### config.mk
export PLATFORM = sky130hd
export DESIGN_NAME = dpsp_mix
export DESIGN_NICKNAME = d
export VERILOG_FILES = /design/src/design/dpsp_pkg.sv /design/src/design/dpsp_mix.sv
export SDC_FILE = /design/constraint.sdc
export NUM_CORES = 1
export LEC_CHECK = 0
export BUFFER_PORTS_ARGS = -buffer_cell sky130_fd_sc_hd__buf_2
export CAP_MARGIN = 20
export CORE_ASPECT_RATIO = 1.4
export CORE_MARGIN = 3
export CORE_UTILIZATION = 40
export CTS_CLUSTER_DIAMETER = 40
export DETAILED_ROUTE_END_ITERATION = 7
export PLACE_DENSITY = 0.66
export SLEW_MARGIN = 20
export SYNTH_ARGS = -nofsm -noshare
export SYNTH_HDL_FRONTEND = slang
export SYNTH_SLANG_ARGS = --single-unit
### constraint.sdc
create_clock -name clk -period 6.87 [get_ports clk]
set_input_delay 1.0305 -clock clk [delete_from_list [all_inputs] [get_ports clk]]
set_output_delay 1.0305 -clock clk [all_outputs]
set_load 0.03 [all_outputs]
### src/design/dpsp_pkg.sv
// Package for the dual PD speed profile controller: item types, configuration
// register codes and reset values, pipeline stage numbering.
// No dependencies; every other design file imports it.
`timescale 1ns / 1ps

package dpsp_pkg;

	// Pipeline stages, numbered from the input register.
	localparam int NSTAGE    = 9;
	localparam int STG_IN    = 0;
	localparam int STG_RECIP = 1;
	localparam int STG_PROD  = 2;
	localparam int STG_GYRO  = 3;
	localparam int STG_STATE = 4;
	localparam int STG_PART  = 5;
	localparam int STG_TERM  = 6;
	localparam int STG_SUM   = 7;
	localparam int STG_OUT   = 8;

	localparam int GYRO_DIVISOR_DEF      = 5700;
	localparam int DECEL_ROTATE_STEP_DEF = 256;

	localparam int CFG_INDEX_W = 3;
	localparam int CFG_DATA_W  = 16;

	// Opcode of an input item.
	localparam logic OP_RESET = 1'b1;

	// Rotational feedback source.
	localparam logic [1:0] FB_ENC_GYRO = 2'd0;
	localparam logic [1:0] FB_GYRO     = 2'd1;
	localparam logic [1:0] FB_ENC      = 2'd2;

	// Configuration register indexes.
	localparam logic [CFG_INDEX_W-1:0] REG_KP_FORWARD    = 3'd0;
	localparam logic [CFG_INDEX_W-1:0] REG_KD_FORWARD    = 3'd1;
	localparam logic [CFG_INDEX_W-1:0] REG_KP_ROTATE     = 3'd2;
	localparam logic [CFG_INDEX_W-1:0] REG_KD_ROTATE     = 3'd3;
	localparam logic [CFG_INDEX_W-1:0] REG_ACCEL_FORWARD = 3'd4;
	localparam logic [CFG_INDEX_W-1:0] REG_DECEL_FORWARD = 3'd5;
	localparam logic [CFG_INDEX_W-1:0] REG_ACCEL_ROTATE  = 3'd6;
	localparam logic [CFG_INDEX_W-1:0] REG_FEEDBACK_MODE = 3'd7;

	// Accumulated error limits, Q31.8.
	localparam logic signed [39:0] ERR_MAX = 40'sh7F_FFFF_FFFF;
	localparam logic signed [39:0] ERR_MIN = 40'sh80_0000_0000;

	typedef struct packed {
		logic               opcode;
		logic [31:0]        left_counter;
		logic [31:0]        right_counter;
		logic signed [31:0] gyro_rate;
		logic signed [15:0] target_forward;
		logic signed [15:0] target_rotate;
	} cmd_t;

	typedef struct packed {
		logic signed [15:0] left_drive;
		logic signed [15:0] right_drive;
		logic signed [31:0] travelled_count;
	} rsp_t;

	typedef struct packed {
		logic [15:0] kp_forward;
		logic [15:0] kd_forward;
		logic [15:0] kp_rotate;
		logic [15:0] kd_rotate;
		logic [15:0] accel_forward_step;
		logic [15:0] decel_forward_step;
		logic [15:0] accel_rotate_step;
		logic [1:0]  feedback_mode;
	} cfg_t;

	localparam cfg_t CFG_RESET = '{
		kp_forward:         16'd512,
		kd_forward:         16'd1024,
		kp_rotate:          16'd256,
		kd_rotate:          16'd3072,
		accel_forward_step: 16'd29350,
		decel_forward_step: 16'd29350,
		accel_rotate_step:  16'd256,
		feedback_mode:      FB_ENC_GYRO
	};

	// Item after the gyro division, entering the state stage.
	typedef struct packed {
		logic               opcode;
		logic [31:0]        left_counter;
		logic [31:0]        right_counter;
		logic signed [31:0] gyro_q;
		logic signed [15:0] target_forward;
		logic signed [15:0] target_rotate;
	} tick_t;

	// Updated errors and their change since the previous tick.
	typedef struct packed {
		logic signed [39:0] err_forward;
		logic signed [40:0] derr_forward;
		logic signed [39:0] err_rotate;
		logic signed [40:0] derr_rotate;
		logic signed [31:0] travelled;
	} err_t;

	// PD sums in Q.16, before the final scaling.
	typedef struct packed {
		logic signed [57:0] pd_forward;
		logic signed [57:0] pd_rotate;
		logic signed [31:0] travelled;
	} pd_t;

	// Per-stage load enables and the valid bit of the item offered to each stage.
	typedef struct packed {
		logic [NSTAGE-1:0] en;
		logic [NSTAGE-1:0] vin;
	} pipe_ctl_t;

endpackage

### src/design/dpsp_mix.sv
// Output stage: scales the PD sums, mixes them into saturated drives (stage 9).
// Depends on dpsp_pkg.
`timescale 1ns / 1ps

module dpsp_mix import dpsp_pkg::*; (
	input  logic      clk,
	input  pipe_ctl_t ctl,
	input  pd_t       pd,
	output rsp_t      rsp
);

	localparam logic signed [15:0] DRIVE_MAX = 16'sh7FFF;
	localparam logic signed [15:0] DRIVE_MIN = 16'sh8000;

	// Divide by 2^16, truncating toward zero.
	function automatic logic signed [41:0] scale(input logic signed [57:0] v);
		logic signed [57:0] biased;
		biased = v + (v[57] ? 58'sd65535 : 58'sd0);
		return biased[57:16];
	endfunction

	function automatic logic signed [15:0] sat16(input logic signed [42:0] v);
		logic signed [15:0] res;
		if (v[42:15] == '0 || v[42:15] == '1) begin
			res = v[15:0];
		end else begin
			res = v[42] ? DRIVE_MIN : DRIVE_MAX;
		end
		return res;
	endfunction

	logic signed [41:0] pwm_x, pwm_w;
	rsp_t               rsp_s9;

	assign pwm_x = scale(pd.pd_forward);
	assign pwm_w = scale(pd.pd_rotate);

	always_ff @(posedge clk) begin
		if (ctl.en[STG_OUT]) begin
			rsp_s9.left_drive      <= sat16(43'(pwm_x) - 43'(pwm_w));
			rsp_s9.right_drive     <= sat16(43'(pwm_x) + 43'(pwm_w));
			rsp_s9.travelled_count <= pd.travelled;
		end
	end

	assign rsp = rsp_s9;

endmodule

==> flow_metrics.tcl <==
set metrics [dict create \
    outcome "finished, final reports clean" \
    hold_violations 0 \
    seq_power_share_pct 22.9 \
    cts_tree "yes" \
    min_path_cells 1 \
    antenna_found_initial 0 \
    die_y_microns 196 \
    avgSynthCellArea_sq_um 7.90 \
    crit_buf_inv 6 \
    final_area_sq_um 14300 \
    maxSlewHeadroom_pct 45.6 \
    initial_core_util_pct 41.2 \
    startpoint "pd[91]" \
    grtUsageTotal_pct 25.6 \
    area_growth_pct 39.3 \
    critPathSlowestCell "or4_4" \
    crit_cells 29 \
    largest_reg_flops 64 \
    internal_power_w 0.00128 \
    setup_viol 0 \
    synth_seq_cells 64 \
    combPwrFrac_pct 57.3 \
    synthesis.nets 1583 \
    power.share.clock_pct 19.8 \
    hp-start "pd[21]" \
    p_switching_w 0.000858 \
    finalCriticalPeriod_ns 6.69 \
    crit_family "compound AO/OA/AOI/OAI gates" \
    drt_wl_total_mm 37.1 \
    clock.fmax_mhz 149 \
    die_width_microns 141 \
    critPathKind "in -> reg" \
    clock-root-buffer "clkbuf_16" \
    crit_top_cell "a21o_1" \
    cp_data_required_time_ns 6.93 \
    gr-total-overflow 0 \
    min_to "rsp[21]" \
    yosysSeqAreaShare_pct 18.7 \
    die-area_sq_um 27700 \
    async_flop_share_pct 0 \
    dp_cells 2035 \
    slowest_delay_ns 0.54 \
    yosysMostFrequentCell "ha_1" \
    layout.cells.non_filler 2063 \
    fin_crit_sh_pct 97.5 \
    diodes 0 \
    start_kind "input pin" \
    yosysUniqueCellTypes 88 \
    synth_top_area_share_pct 18.7 \
    ys_warn_count 0 \
    syn_area_sq_um 10300 \
    synth_common_cells "ha_1, nor2_1, xnor2_1" \
    max_cap_violations 0 \
    clkSlewWorstSetupHoldPaths_ns 0.05 \
    cp_max_fo 7 \
    netlist_instances 1300 \
    place_hpwl_mm 31.3 \
    worstMarginPinSlew_ns 0.816 \
    final_layout_size_suffix_gt1_share_pct 35.0 \
    via_count 11500 \
    finalMaxSlewViolations 0 \
    grt_max_degree 65 \
    cts_max_level 3 \
    dp_slack_ns -0.288 \
    totalNegativeSetupSlack_ns 0 \
    clock_path_buffers 2 \
    synth_area_leaders "edfxtp_1, ha_1, xnor2_1, a21oi_1, nor2_1" \
    core_sq_um 24900 \
    drt_pass1_iterations 6 \
    synth_ff_type "edfxtp_1" \
    pin_count 231 \
    fin_nets 2028 \
    drtAntennaViolNets 0 \
    p_leak_nw 6.56 \
    wire_per_inst_microns 18.0 \
    grt_pass1_wl_mm 57.2 \
    drtIter0Drc 530 \
    vias_per_cell 5.56 \
    hold_class "in -> reg" \
    synth_edf_count 64 \
    drc_errors 0 \
    io_buffers 213 \
    num_rows 68 \
    dpl_cell_area_sq_um 13500 \
    critPathArrivalTime_ns 6.76 \
    critPathCaptureType "flip-flop" \
    ir_drop_uv 284 \
    cts_made_buffers 9 \
    power.density_nw_per_um2 150 \
    grt_pass1_vias 11400 \
    clock_sinks 64 \
    synth_largest_area_cell "edfxtp_1" \
    postCtsHoldBufs 0 \
    worst_slack_ns 0.175 \
    swShare_pct 40.1 \
    place.gp.congestion 0.952 \
]
-- per-layer routing --
layer | wire, microns | track usage [%] | vias up
li1 | - | - | 5636
met1 | 13100 | 26.2 | 5358
met2 | 20100 | 51.0 | 377
met3 | 1770 | 1.98 | 97
met4 | 2150 | 12.2 | 0
met5 | 0 | 0 | -
-- logic make-up (layout without fill, tap and decap cells) --
kind of cell	after synthesis	in the layout	synth area share, %
flops	64	64	18.7
buf+inv	141	589	5.64
compound gates	326	326	21.3
mux	34	34	3.49
xor+xnor	155	155	13.2
fa+ha+maj	116	116	14.3
simple gates	464	464	23.3
-- cells in the final DEF (no fill, tap or decap), drive strengths merged, types with 30 or more instances in the layout --
master	synthesis	routed
inv	89	89
nor2	112	112
xnor2	109	109
mux2i	30	30
nand3	45	45
xor2	46	46
o21ai	56	56
nor3	32	32
edfxtp	64	64
nand4	31	31
and3	42	42
a21oi	105	105
ha	114	114
buf	22	485
nand2	95	95
-- timing repair --
| action | in CTS | in global routing |
|---|---|---|
| gates resized for setup | 0 | 100 |
| endpoints found under the setup margin | 0 | 30 |
| buffers inserted | 0 | 14 |
-- per-stage QoR --
step | hold slack, ns | power [W] | utilization, %
4_1_cts | 0.869 | 0.00208 | 55.1
6_report | 0.880 | 0.00214 | 57.4
3_5_place_dp | 1.21 | 0.00165 | 54.0
5_1_grt | 0.868 | 0.00227 | 57.4
2_1_floorplan | 1.13 | 0.00117 | -
3_3_place_gp | 1.21 | 0.00164 | 54.0
-- power groups by stage --
stage	Combinational [W]	Clock, W	Sequential, W
2_1_floorplan	0.000587	0	0.000579
3_3_place_gp	0.00114	0	0.000495
3_5_place_dp	0.00116	0	0.000497
4_1_cts	0.00116	0.000431	0.000490
5_1_grt	0.00133	0.000446	0.000492
6_report	0.00123	0.000423	0.000490
-- worst max path at each step --
stage               to  slack [ns]
4_1_cts        rsp[36]        0.02
3_5_place_dp   rsp[36]       -0.29
6_report       rsp[50]        0.18
2_1_floorplan  rsp[53]        0.14
5_1_grt        rsp[50]       -0.16
3_3_place_gp   rsp[44]       -0.20
-- area by class of cell --
class                      count  area, sq um
clock buffer                   9          225
clock inverter                 5         50.0
fill                        2339        10600
inverter                      89          334
multi-input combinational   1095         8200
sequential                    64         1920
tap                          315          394
timing repair buffer         486         3170
(Power assumes the default switching activity.)
