### src/design/dpsp_pkg.sv
// Package for the dual PD speed profile controller: item types, configuration
// register codes and reset values, pipeline stage numbering.
// No dependencies; every other design file imports it.
`timescale 1ns / 1ps

package dpsp_pkg;

	// Pipeline stages, numbered from the input register.
	localparam int NSTAGE    = 9;
	localparam int STG_IN    = 0;
	localparam int STG_RECIP = 1;
	localparam int STG_PROD  = 2;
	localparam int STG_GYRO  = 3;
	localparam int STG_STATE = 4;
	localparam int STG_PART  = 5;
	localparam int STG_TERM  = 6;
	localparam int STG_SUM   = 7;
	localparam int STG_OUT   = 8;

	localparam int GYRO_DIVISOR_DEF      = 5700;
	localparam int DECEL_ROTATE_STEP_DEF = 256;

	localparam int CFG_INDEX_W = 3;
	localparam int CFG_DATA_W  = 16;

	// Opcode of an input item.
	localparam logic OP_RESET = 1'b1;

	// Rotational feedback source.
	localparam logic [1:0] FB_ENC_GYRO = 2'd0;
	localparam logic [1:0] FB_GYRO     = 2'd1;
	localparam logic [1:0] FB_ENC      = 2'd2;

	// Configuration register indexes.
	localparam logic [CFG_INDEX_W-1:0] REG_KP_FORWARD    = 3'd0;
	localparam logic [CFG_INDEX_W-1:0] REG_KD_FORWARD    = 3'd1;
	localparam logic [CFG_INDEX_W-1:0] REG_KP_ROTATE     = 3'd2;
	localparam logic [CFG_INDEX_W-1:0] REG_KD_ROTATE     = 3'd3;
	localparam logic [CFG_INDEX_W-1:0] REG_ACCEL_FORWARD = 3'd4;
	localparam logic [CFG_INDEX_W-1:0] REG_DECEL_FORWARD = 3'd5;
	localparam logic [CFG_INDEX_W-1:0] REG_ACCEL_ROTATE  = 3'd6;
	localparam logic [CFG_INDEX_W-1:0] REG_FEEDBACK_MODE = 3'd7;

	// Accumulated error limits, Q31.8.
	localparam logic signed [39:0] ERR_MAX = 40'sh7F_FFFF_FFFF;
	localparam logic signed [39:0] ERR_MIN = 40'sh80_0000_0000;

	typedef struct packed {
		logic               opcode;
		logic [31:0]        left_counter;
		logic [31:0]        right_counter;
		logic signed [31:0] gyro_rate;
		logic signed [15:0] target_forward;
		logic signed [15:0] target_rotate;
	} cmd_t;

	typedef struct packed {
		logic signed [15:0] left_drive;
		logic signed [15:0] right_drive;
		logic signed [31:0] travelled_count;
	} rsp_t;

	typedef struct packed {
		logic [15:0] kp_forward;
		logic [15:0] kd_forward;
		logic [15:0] kp_rotate;
		logic [15:0] kd_rotate;
		logic [15:0] accel_forward_step;
		logic [15:0] decel_forward_step;
		logic [15:0] accel_rotate_step;
		logic [1:0]  feedback_mode;
	} cfg_t;

	localparam cfg_t CFG_RESET = '{
		kp_forward:         16'd512,
		kd_forward:         16'd1024,
		kp_rotate:          16'd256,
		kd_rotate:          16'd3072,
		accel_forward_step: 16'd29350,
		decel_forward_step: 16'd29350,
		accel_rotate_step:  16'd256,
		feedback_mode:      FB_ENC_GYRO
	};

	// Item after the gyro division, entering the state stage.
	typedef struct packed {
		logic               opcode;
		logic [31:0]        left_counter;
		logic [31:0]        right_counter;
		logic signed [31:0] gyro_q;
		logic signed [15:0] target_forward;
		logic signed [15:0] target_rotate;
	} tick_t;

	// Updated errors and their change since the previous tick.
	typedef struct packed {
		logic signed [39:0] err_forward;
		logic signed [40:0] derr_forward;
		logic signed [39:0] err_rotate;
		logic signed [40:0] derr_rotate;
		logic signed [31:0] travelled;
	} err_t;

	// PD sums in Q.16, before the final scaling.
	typedef struct packed {
		logic signed [57:0] pd_forward;
		logic signed [57:0] pd_rotate;
		logic signed [31:0] travelled;
	} pd_t;

	// Per-stage load enables and the valid bit of the item offered to each stage.
	typedef struct packed {
		logic [NSTAGE-1:0] en;
		logic [NSTAGE-1:0] vin;
	} pipe_ctl_t;

endpackage

### src/design/dpsp_front.sv
// Input register and gyro rate division by a constant (stages 1 to 4).
// Depends on dpsp_pkg.
`timescale 1ns / 1ps

module dpsp_front import dpsp_pkg::*; #(
	parameter int GYRO_DIVISOR = GYRO_DIVISOR_DEF
) (
	input  logic      clk,
	input  pipe_ctl_t ctl,
	input  cmd_t      cmd,
	output tick_t     tick
);

	localparam logic [15:0] DIV   = 16'(GYRO_DIVISOR);
	// floor(2^32 / divisor); the estimate it gives is low by at most one.
	localparam logic [32:0] RECIP = 33'((64'd1 << 32) / GYRO_DIVISOR);

	cmd_t        cmd_s1, cmd_s2, cmd_s3;
	logic        gneg_s1, gneg_s2, gneg_s3;
	logic [31:0] gabs_s1, gabs_s2, gabs_s3;
	logic [31:0] qest_s2, qest_s3;
	logic [47:0] qd_s3;
	tick_t       tick_s4;

	logic [64:0] recip_prod;
	logic [47:0] rem;
	logic [31:0] quo;

	assign recip_prod = {33'b0, gabs_s1} * {32'b0, RECIP};
	assign rem        = {16'b0, gabs_s3} - qd_s3;
	assign quo        = qest_s3 + 32'(rem >= {32'b0, DIV});

	always_ff @(posedge clk) begin
		if (ctl.en[STG_IN]) begin
			cmd_s1  <= cmd;
			gneg_s1 <= cmd.gyro_rate[31];
			gabs_s1 <= cmd.gyro_rate[31] ? 32'(-cmd.gyro_rate) : cmd.gyro_rate;
		end
		if (ctl.en[STG_RECIP]) begin
			cmd_s2  <= cmd_s1;
			gneg_s2 <= gneg_s1;
			gabs_s2 <= gabs_s1;
			qest_s2 <= recip_prod[63:32];
		end
		if (ctl.en[STG_PROD]) begin
			cmd_s3  <= cmd_s2;
			gneg_s3 <= gneg_s2;
			gabs_s3 <= gabs_s2;
			qest_s3 <= qest_s2;
			qd_s3   <= {16'b0, qest_s2} * {32'b0, DIV};
		end
		if (ctl.en[STG_GYRO]) begin
			tick_s4.opcode         <= cmd_s3.opcode;
			tick_s4.left_counter   <= cmd_s3.left_counter;
			tick_s4.right_counter  <= cmd_s3.right_counter;
			tick_s4.target_forward <= cmd_s3.target_forward;
			tick_s4.target_rotate  <= cmd_s3.target_rotate;
			tick_s4.gyro_q         <= gneg_s3 ? $signed(-quo) : $signed(quo);
		end
	end

	assign tick = tick_s4;

endmodule

### config.mk
export PLATFORM = sky130hd
export DESIGN_NAME = dpsp_front
export DESIGN_NICKNAME = d
export VERILOG_FILES = /design/src/design/dpsp_pkg.sv /design/src/design/dpsp_front.sv
export SDC_FILE = /design/constraint.sdc
export NUM_CORES = 1
export LEC_CHECK = 0
export ABC_AREA = 1
export BUFFER_PORTS_ARGS = -buffer_cell sky130_fd_sc_hd__buf_2
export CAP_MARGIN = 20
export CORE_MARGIN = 2
export CORE_UTILIZATION = 30
export CTS_CLUSTER_DIAMETER = 200
export CTS_CLUSTER_SIZE = 16
export DETAILED_ROUTE_END_ITERATION = 6
export MAX_ROUTING_LAYER = met4
export PLACE_DENSITY_LB_ADDON = 0.05
export SKIP_CTS_REPAIR_TIMING = 1
export SYNTH_ARGS = -nofsm -noshare
export SYNTH_HDL_FRONTEND = slang
export SYNTH_SLANG_ARGS = --single-unit
### constraint.sdc
create_clock -name clk -period 8.2 [get_ports clk]
set_input_delay 0.41 -clock clk [delete_from_list [all_inputs] [get_ports clk]]
set_output_delay 0.41 -clock clk [all_outputs]
set_load 0.1 [all_outputs]
==> flow_summary_export.csv, run 1 <==
group,metric,value,unit
outcome,status,"finished clean",
floorplan,core_area,0.1278,mm2
clock_tree,htree_levels,2,
floorplan,ios,277,
clock_tree,cts_tree,"yes",
place,place_congestion,0.8387,
synthesis,synth.most_common_cell,"inv_1",
clock_tree,root_buffer,"clkbuf_16",
timing,finClkSkew,0.03173,ns
timing,slew_viol_final,0,
detailed_routing,antenna_left,0,
place,port_buffers,262,
clock_tree,cts.path.max_buffers,3,
timing,worst_pin_slew,0.9095,ns
synthesis,synth-edff-count,582,
synthesis,synth_top_area_share,45.10,%
synthesis,async_flop_share,0,%
synthesis,yosys_warnings,0,
floorplan,dieArea,0.1321,mm2
global_route,gr-total-overflow,0,
clock_tree,clock_latency,0.63,ns
detailed_routing,drc,0,
layout,syn2layout_area_growth,14.46,%
worst_setup_path,critical_path_class,"reg2reg",
synthesis,yosys.area.top_type,"edfxtp_1",
detailed_routing,routed_via_density,4.283,
synthesis,avgSynthCellArea,11.46,um2
timing,slew_headroom,39.37,%
synthesis,syn_nets,4248,
detailed_routing,vias,23357,
worst_setup_path,crit_fanout,9,
synthesis,synth-seq-cells,582,
layout,antenna_cells,0,
global_route,grt_pass1_vias,24781,
global_route,grt_max_degree,112,
timing,fin_hold_ws,0.08701,ns
detailed_routing,wl_per_cell,17.91,um
place,dp_hpwl,79.42,mm
synthesis,synth_area_leaders,"edfxtp_1, fa_1, ha_1",
timing,rsz0062_at_grt,"false",
flow_run,cap_viol_max_count,0,
floorplan,initial_core_util,30.31,%
worst_hold_path,hp-class,"in2reg",
synthesis,netlist_area,0.03875,mm2
floorplan,die_width,363.4,um
layout,nets,4653,
timing,setup_viol,0,
worst_setup_path,end_kind,"flip-flop",
floorplan,rows,131,
worst_setup_path,cpPeakStageDelay,0.82,ns
synthesis,syn_inst,3382,
timing,fin_crit_sh,82.33,%
synthesis,ys_top_cells_by_count,"inv_1, edfxtp_1, nand2_1, fa_1, ha_1",
timing,hold_viol,0,
floorplan,die_y,363.4,um
synthesis,synth_top_flop_cell,"edfxtp_1",
detailed_routing,totalWireLength,97.70,mm
worst_setup_path,worstPathArrival,7.11,ns
worst_setup_path,worstPathRequired,8.56,ns
worst_setup_path,setup.worst_path.start_class,"flip-flop",
clock_tree,cts_buffers,43,
worst_setup_path,path_cells,"fa_1, fa_1, inv_1, fa_1, inv_1, fa_1, inv_1, fa_1, inv_1, fa_1, fa_1, ha_1, nand2_1, nor2_1, nand2_1, nor4_1, nand3_1, nand3_1, nand2_1, inv_1, nor2_1, nand2_1, nand2_1",
timing,setup_slack,1.449,ns
detailed_routing,first_pass_iters,5,
worst_setup_path,path_common_cell,"fa_1",
detailed_routing,drt-initial-drc-count,1155,
clock_tree,cts_sinks,582,
global_route,antenna_found_initial,4,
timing,setup_tns,0,ns
timing,post-route-min-period,6.751,ns
clock_tree,path_clk_slew,0.09,ns
worst_setup_path,cpMaxStageDelayCell,"edfxtp_1",
global_route,grt_pass1_wl,149.6,mm
synthesis,synth.distinct_cells,43,
synthesis,yosysSeqAreaShare,45.10,%
timing,fmax,148.1,MHz
place,place_worst_setup_slack,1.441,ns
global_route,grt_use_total,15.55,%
layout,drive_above_1_share,9.731,%
[state kept, by name, summed over array words and instances (netlist names)]
signal   count
cmd_s1      97
cmd_s2      97
cmd_s3      97
gabs_s1     32
gabs_s2     30
gabs_s3     30
gneg_s1      1
gneg_s2      1
gneg_s3      1
qd_s3       27
qest_s2     20
qest_s3     20
tick       129
[routing by layer]
layer / part of all wire [%] / global-route usage (%) / wire, um
met5: 0 / - / 0
met4: 2.0 / 3.141 / 1939
met3: 2.3 / 1.681 / 2248
met2: 50 / 26.68 / 48860
met1: 46 / 19.89 / 44640
[final timing paths]
kind,start,endpoint,slack (ns),depth (start not counted)
hold / removal,cmd[61],gabs_s1[29],0.09,2
setup reg to reg,gabs_s1[10],qest_s2[11],1.45,23
setup / recovery,gabs_s1[10],qest_s2[11],1.45,23
hold reg to reg,cmd_s2[0],cmd_s3[0],0.41,0
[layout make-up]
class,instances,area [um2]
clock buffer,44,1080
clock inverter,6,87.58
fill,13022,83490
multi-input combinational,1945,18060
timing repair buffer,367,2385
sequential,582,17480
inverter,848,3184
tap,1662,2079
[worst max-delay path, delay by kind of cell (launching register included)]
family,cells,cell delay [ns]
fa+ha+maj,8,3.98
flops,1,0.82
simple gates,10,1.35
buf+inv,5,0.31
[logic make-up (layout without fill, tap and decap cells)]
| kind of cell | after synthesis | after routing | share of synthesized area (%) |
|---|---|---|---|
| AO/OA/AOI/OAI | 269 | 269 | 3.848 |
| XOR/XNOR | 107 | 107 | 2.496 |
| adder cells (fa/ha/maj) | 718 | 718 | 30.83 |
| buffers and inverters | 855 | 1265 | 8.291 |
| flip-flops | 582 | 582 | 45.10 |
| AND/OR/NAND/NOR | 851 | 851 | 9.437 |
[layout by cell type (no fill, tap or decap), types with 4 or more instances in the layout]
| cell | count |
|---|---|
| inv_1 | 837 |
| edfxtp_1 | 582 |
| nand2_1 | 465 |
| fa_1 | 395 |
| ha_1 | 323 |
| buf_2 | 258 |
| nor2_1 | 184 |
| a21oi_1 | 116 |
| dlygate4sd3_1 | 98 |
| nand3_1 | 90 |
| o21ai_0 | 81 |
| xor2_1 | 70 |
| clkbuf_16 | 43 |
| xnor2_1 | 33 |
| nor3_1 | 27 |
| a31oi_1 | 27 |
| nand4_1 | 25 |
| o21bai_1 | 14 |
| nor2_2 | 12 |
| a21o_1 | 11 |
| nand3b_1 | 8 |
| nand2_2 | 8 |
| inv_2 | 7 |
| nor4_1 | 6 |
| nor3_2 | 6 |
| buf_4 | 6 |
| and3_1 | 5 |
| and2_1 | 4 |
| a21boi_0 | 4 |
| nor2_4 | 4 |
| xor2_2 | 4 |
[stage by stage]
| stage | util (%) | instance area, um2 | cells |
|---|---|---|---|
| 2_1_floorplan | - | 38750 | 3382 |
| 3_3_place_gp | 33.02 | 42210 | 5306 |
| 3_5_place_dp | 33.02 | 42210 | 5306 |
| 4_1_cts | 33.93 | 43380 | 5356 |
| 5_1_grt | 34.70 | 44360 | 5454 |
| 6_report | 34.70 | 44360 | 5454 |
Power of run 1 is not shown: default switching activity piles up to over one toggle a cycle in this logic, so the estimate is an artifact.
==> run 2: changes to the inputs <==
==> constraint.sdc (replaced) <==
create_clock -name clk -period 5.75 [get_ports clk]
set_input_delay 0.2875 -clock clk [delete_from_list [all_inputs] [get_ports clk]]
set_output_delay 0.2875 -clock clk [all_outputs]
set_load 0.1 [all_outputs]
==> flow_summary_export.csv, run 2 (synthesis results as in run 1) <==
group,metric,value,unit
detailed_routing,first_pass_iters,5,
outcome,violations,"negative setup slack",
floorplan,ios,277,
detailed_routing,routed_via_density,4.249,
floorplan,core_area,0.1278,mm2
timing,fin_crit_sh,106.4,%
clock_tree,root_buffer,"clkbuf_16",
timing,setup_viol,20,
layout,final_cell_mix,"inv_1, edfxtp_1, nand2_1",
worst_setup_path,path_common_cell,"fa_1",
layout,nets,4936,
clock_tree,htree_levels,2,
layout,final_common_cell,"inv_1",
outcome,status,"finished with violations",
detailed_routing,totalWireLength,102.3,mm
worst_hold_path,hp-class,"in2reg",
clock_tree,cts.path.max_buffers,3,
timing,worst_pin_slew,1.001,ns
worst_hold_path,whs_endpoint,"gabs_s1[12]",
layout,nFillCells,12809,
layout,largest_register_ff_count,129,
place,place_worst_setup_slack,-0.8859,ns
detailed_routing,drc,0,
timing,post-route-min-period,6.120,ns
global_route,grt_pass1_vias,25691,
global_route,antenna_found_initial,2,
place,dp_hpwl,83.47,mm
clock_tree,cts_sinks,582,
floorplan,initial_core_util,30.31,%
clock_tree,clock_latency,0.62,ns
detailed_routing,drt-initial-drc-count,1124,
worst_setup_path,r2r_cells,23,
worst_setup_path,worstPathArrival,6.48,ns
detailed_routing,antenna_left,0,
worst_setup_path,cpPeakStageDelay,0.57,ns
layout,syn2layout_area_growth,22.38,%
timing,setup_tns,-4.317,ns
worst_hold_path,whs_path_depth,2,
floorplan,die_y,363.4,um
timing,slew_headroom,32.63,%
timing,hold_viol,0,
floorplan,dieArea,0.1321,mm2
place,port_buffers,262,
place,place_congestion,0.8532,
clock_tree,path_clk_slew,0.07,ns
detailed_routing,vias,24369,
clock_tree,cts_buffers,42,
layout,post-route-util,37.10,%
timing,finClkSkew,0.03156,ns
worst_setup_path,worstPathRequired,6.11,ns
timing,rsz0062_at_grt,"true",
worst_setup_path,end_kind,"flip-flop",
layout,drive_above_1_share,19.72,%
worst_setup_path,crit_fanout,4,
worst_setup_path,cpLargestDelayFamily,"adder cells",
worst_setup_path,rrSetupSlack,-0.37,ns
worst_setup_path,path_cells,"buf_6, fa_2, buf_4, fa_2, inv_2, fa_1, inv_2, fa_1, inv_2, fa_1, inv_1, fa_1, fa_1, ha_4, nand2_2, nand2_2, o21bai_4, buf_6, a21boi_2, nor2_1, o21bai_1, nand4_1, xor2_1",
clock_tree,cts_tree,"yes",
layout,final_cell_count_no_fill,5735,
flow_run,cap_viol_max_count,0,
worst_hold_path,hold_start,"cmd[44]",
global_route,grt_max_degree,108,
worst_setup_path,rr_endpoint,"qest_s2[15]",
timing,setup_slack,-0.3697,ns
layout,antenna_cells,0,
floorplan,die_width,363.4,um
worst_setup_path,critical_path_class,"reg2reg",
timing,fmax,163.4,MHz
detailed_routing,wl_per_cell,17.83,um
place,dp_cells,5551,
global_route,grt_use_total,16.10,%
timing,slew_viol_final,0,
worst_setup_path,path_buf_inv,7,
floorplan,rows,131,
worst_setup_path,cpMaxStageDelayCell,"fa_1",
worst_setup_path,setup.worst_path.start_class,"flip-flop",
global_route,gr-total-overflow,0,
worst_setup_path,r2r_start,"gabs_s1[5]",
global_route,grt_pass1_wl,154.5,mm
run 2: cell types whose count changed in the layout (fill, tap and decap cells not counted), sizes merged:
| cell | previous run | this run |
|---|---|---|
| dlygate4sd3 | 98 | 111 |
| buf | 268 | 539 |
| clkbuf | 45 | 43 |
| clkinvlp | 1 | 0 |
| inv | 846 | 845 |
| bufinv | 0 | 1 |
run 2: final cells by class:
class / count / area (um2) / area share, %
multi-input combinational: 1945 / 18900 / 39.84
clock buffer: 42 / 1051 / 2.216
tap: 1662 / 2079 / 4.384
inverter: 848 / 3184 / 6.714
timing repair buffer: 651 / 4662 / 9.829
clock inverter: 5 / 78.83 / 0.1662
sequential: 582 / 17480 / 36.85
run 2: stage by stage:
stage / hold slack (ns) / area (um2)
floorplan: 0.3864 / 38800
global placement: 0.4001 / 44170
detailed placement: 0.4045 / 44170
CTS: -0.2487 / 45300
global route: 0.0004086 / 47430
finish: 0.002495 / 47430
run 2: worst max path at each step:
stage                     cells past startpoint  slack (ns)        from          end
after floorplan                              19       0.006  gabs_s1[9]  qest_s2[12]
after global placement                       21       -0.92  gabs_s1[7]  qest_s2[12]
after detailed placement                     21       -0.89  gabs_s1[7]  qest_s2[12]
after CTS                                    21       -0.87  gabs_s1[7]  qest_s2[12]
after global routing                         21       -0.59  gabs_s1[9]  qest_s2[12]
final                                        23       -0.37  gabs_s1[5]  qest_s2[15]
run 2: layer usage:
| metal | track usage (%) | routed length (um) | vias up |
|---|---|---|---|
| li1 | - | - | 12150 |
| met4 | 4.182 | 2629 | 0 |
| met5 | - | 0 | - |
| met3 | 1.720 | 2610 | 108 |
| met2 | 27.44 | 50640 | 285 |
| met1 | 20.42 | 46400 | 11826 |
Power of run 2 is left out for the same reason.
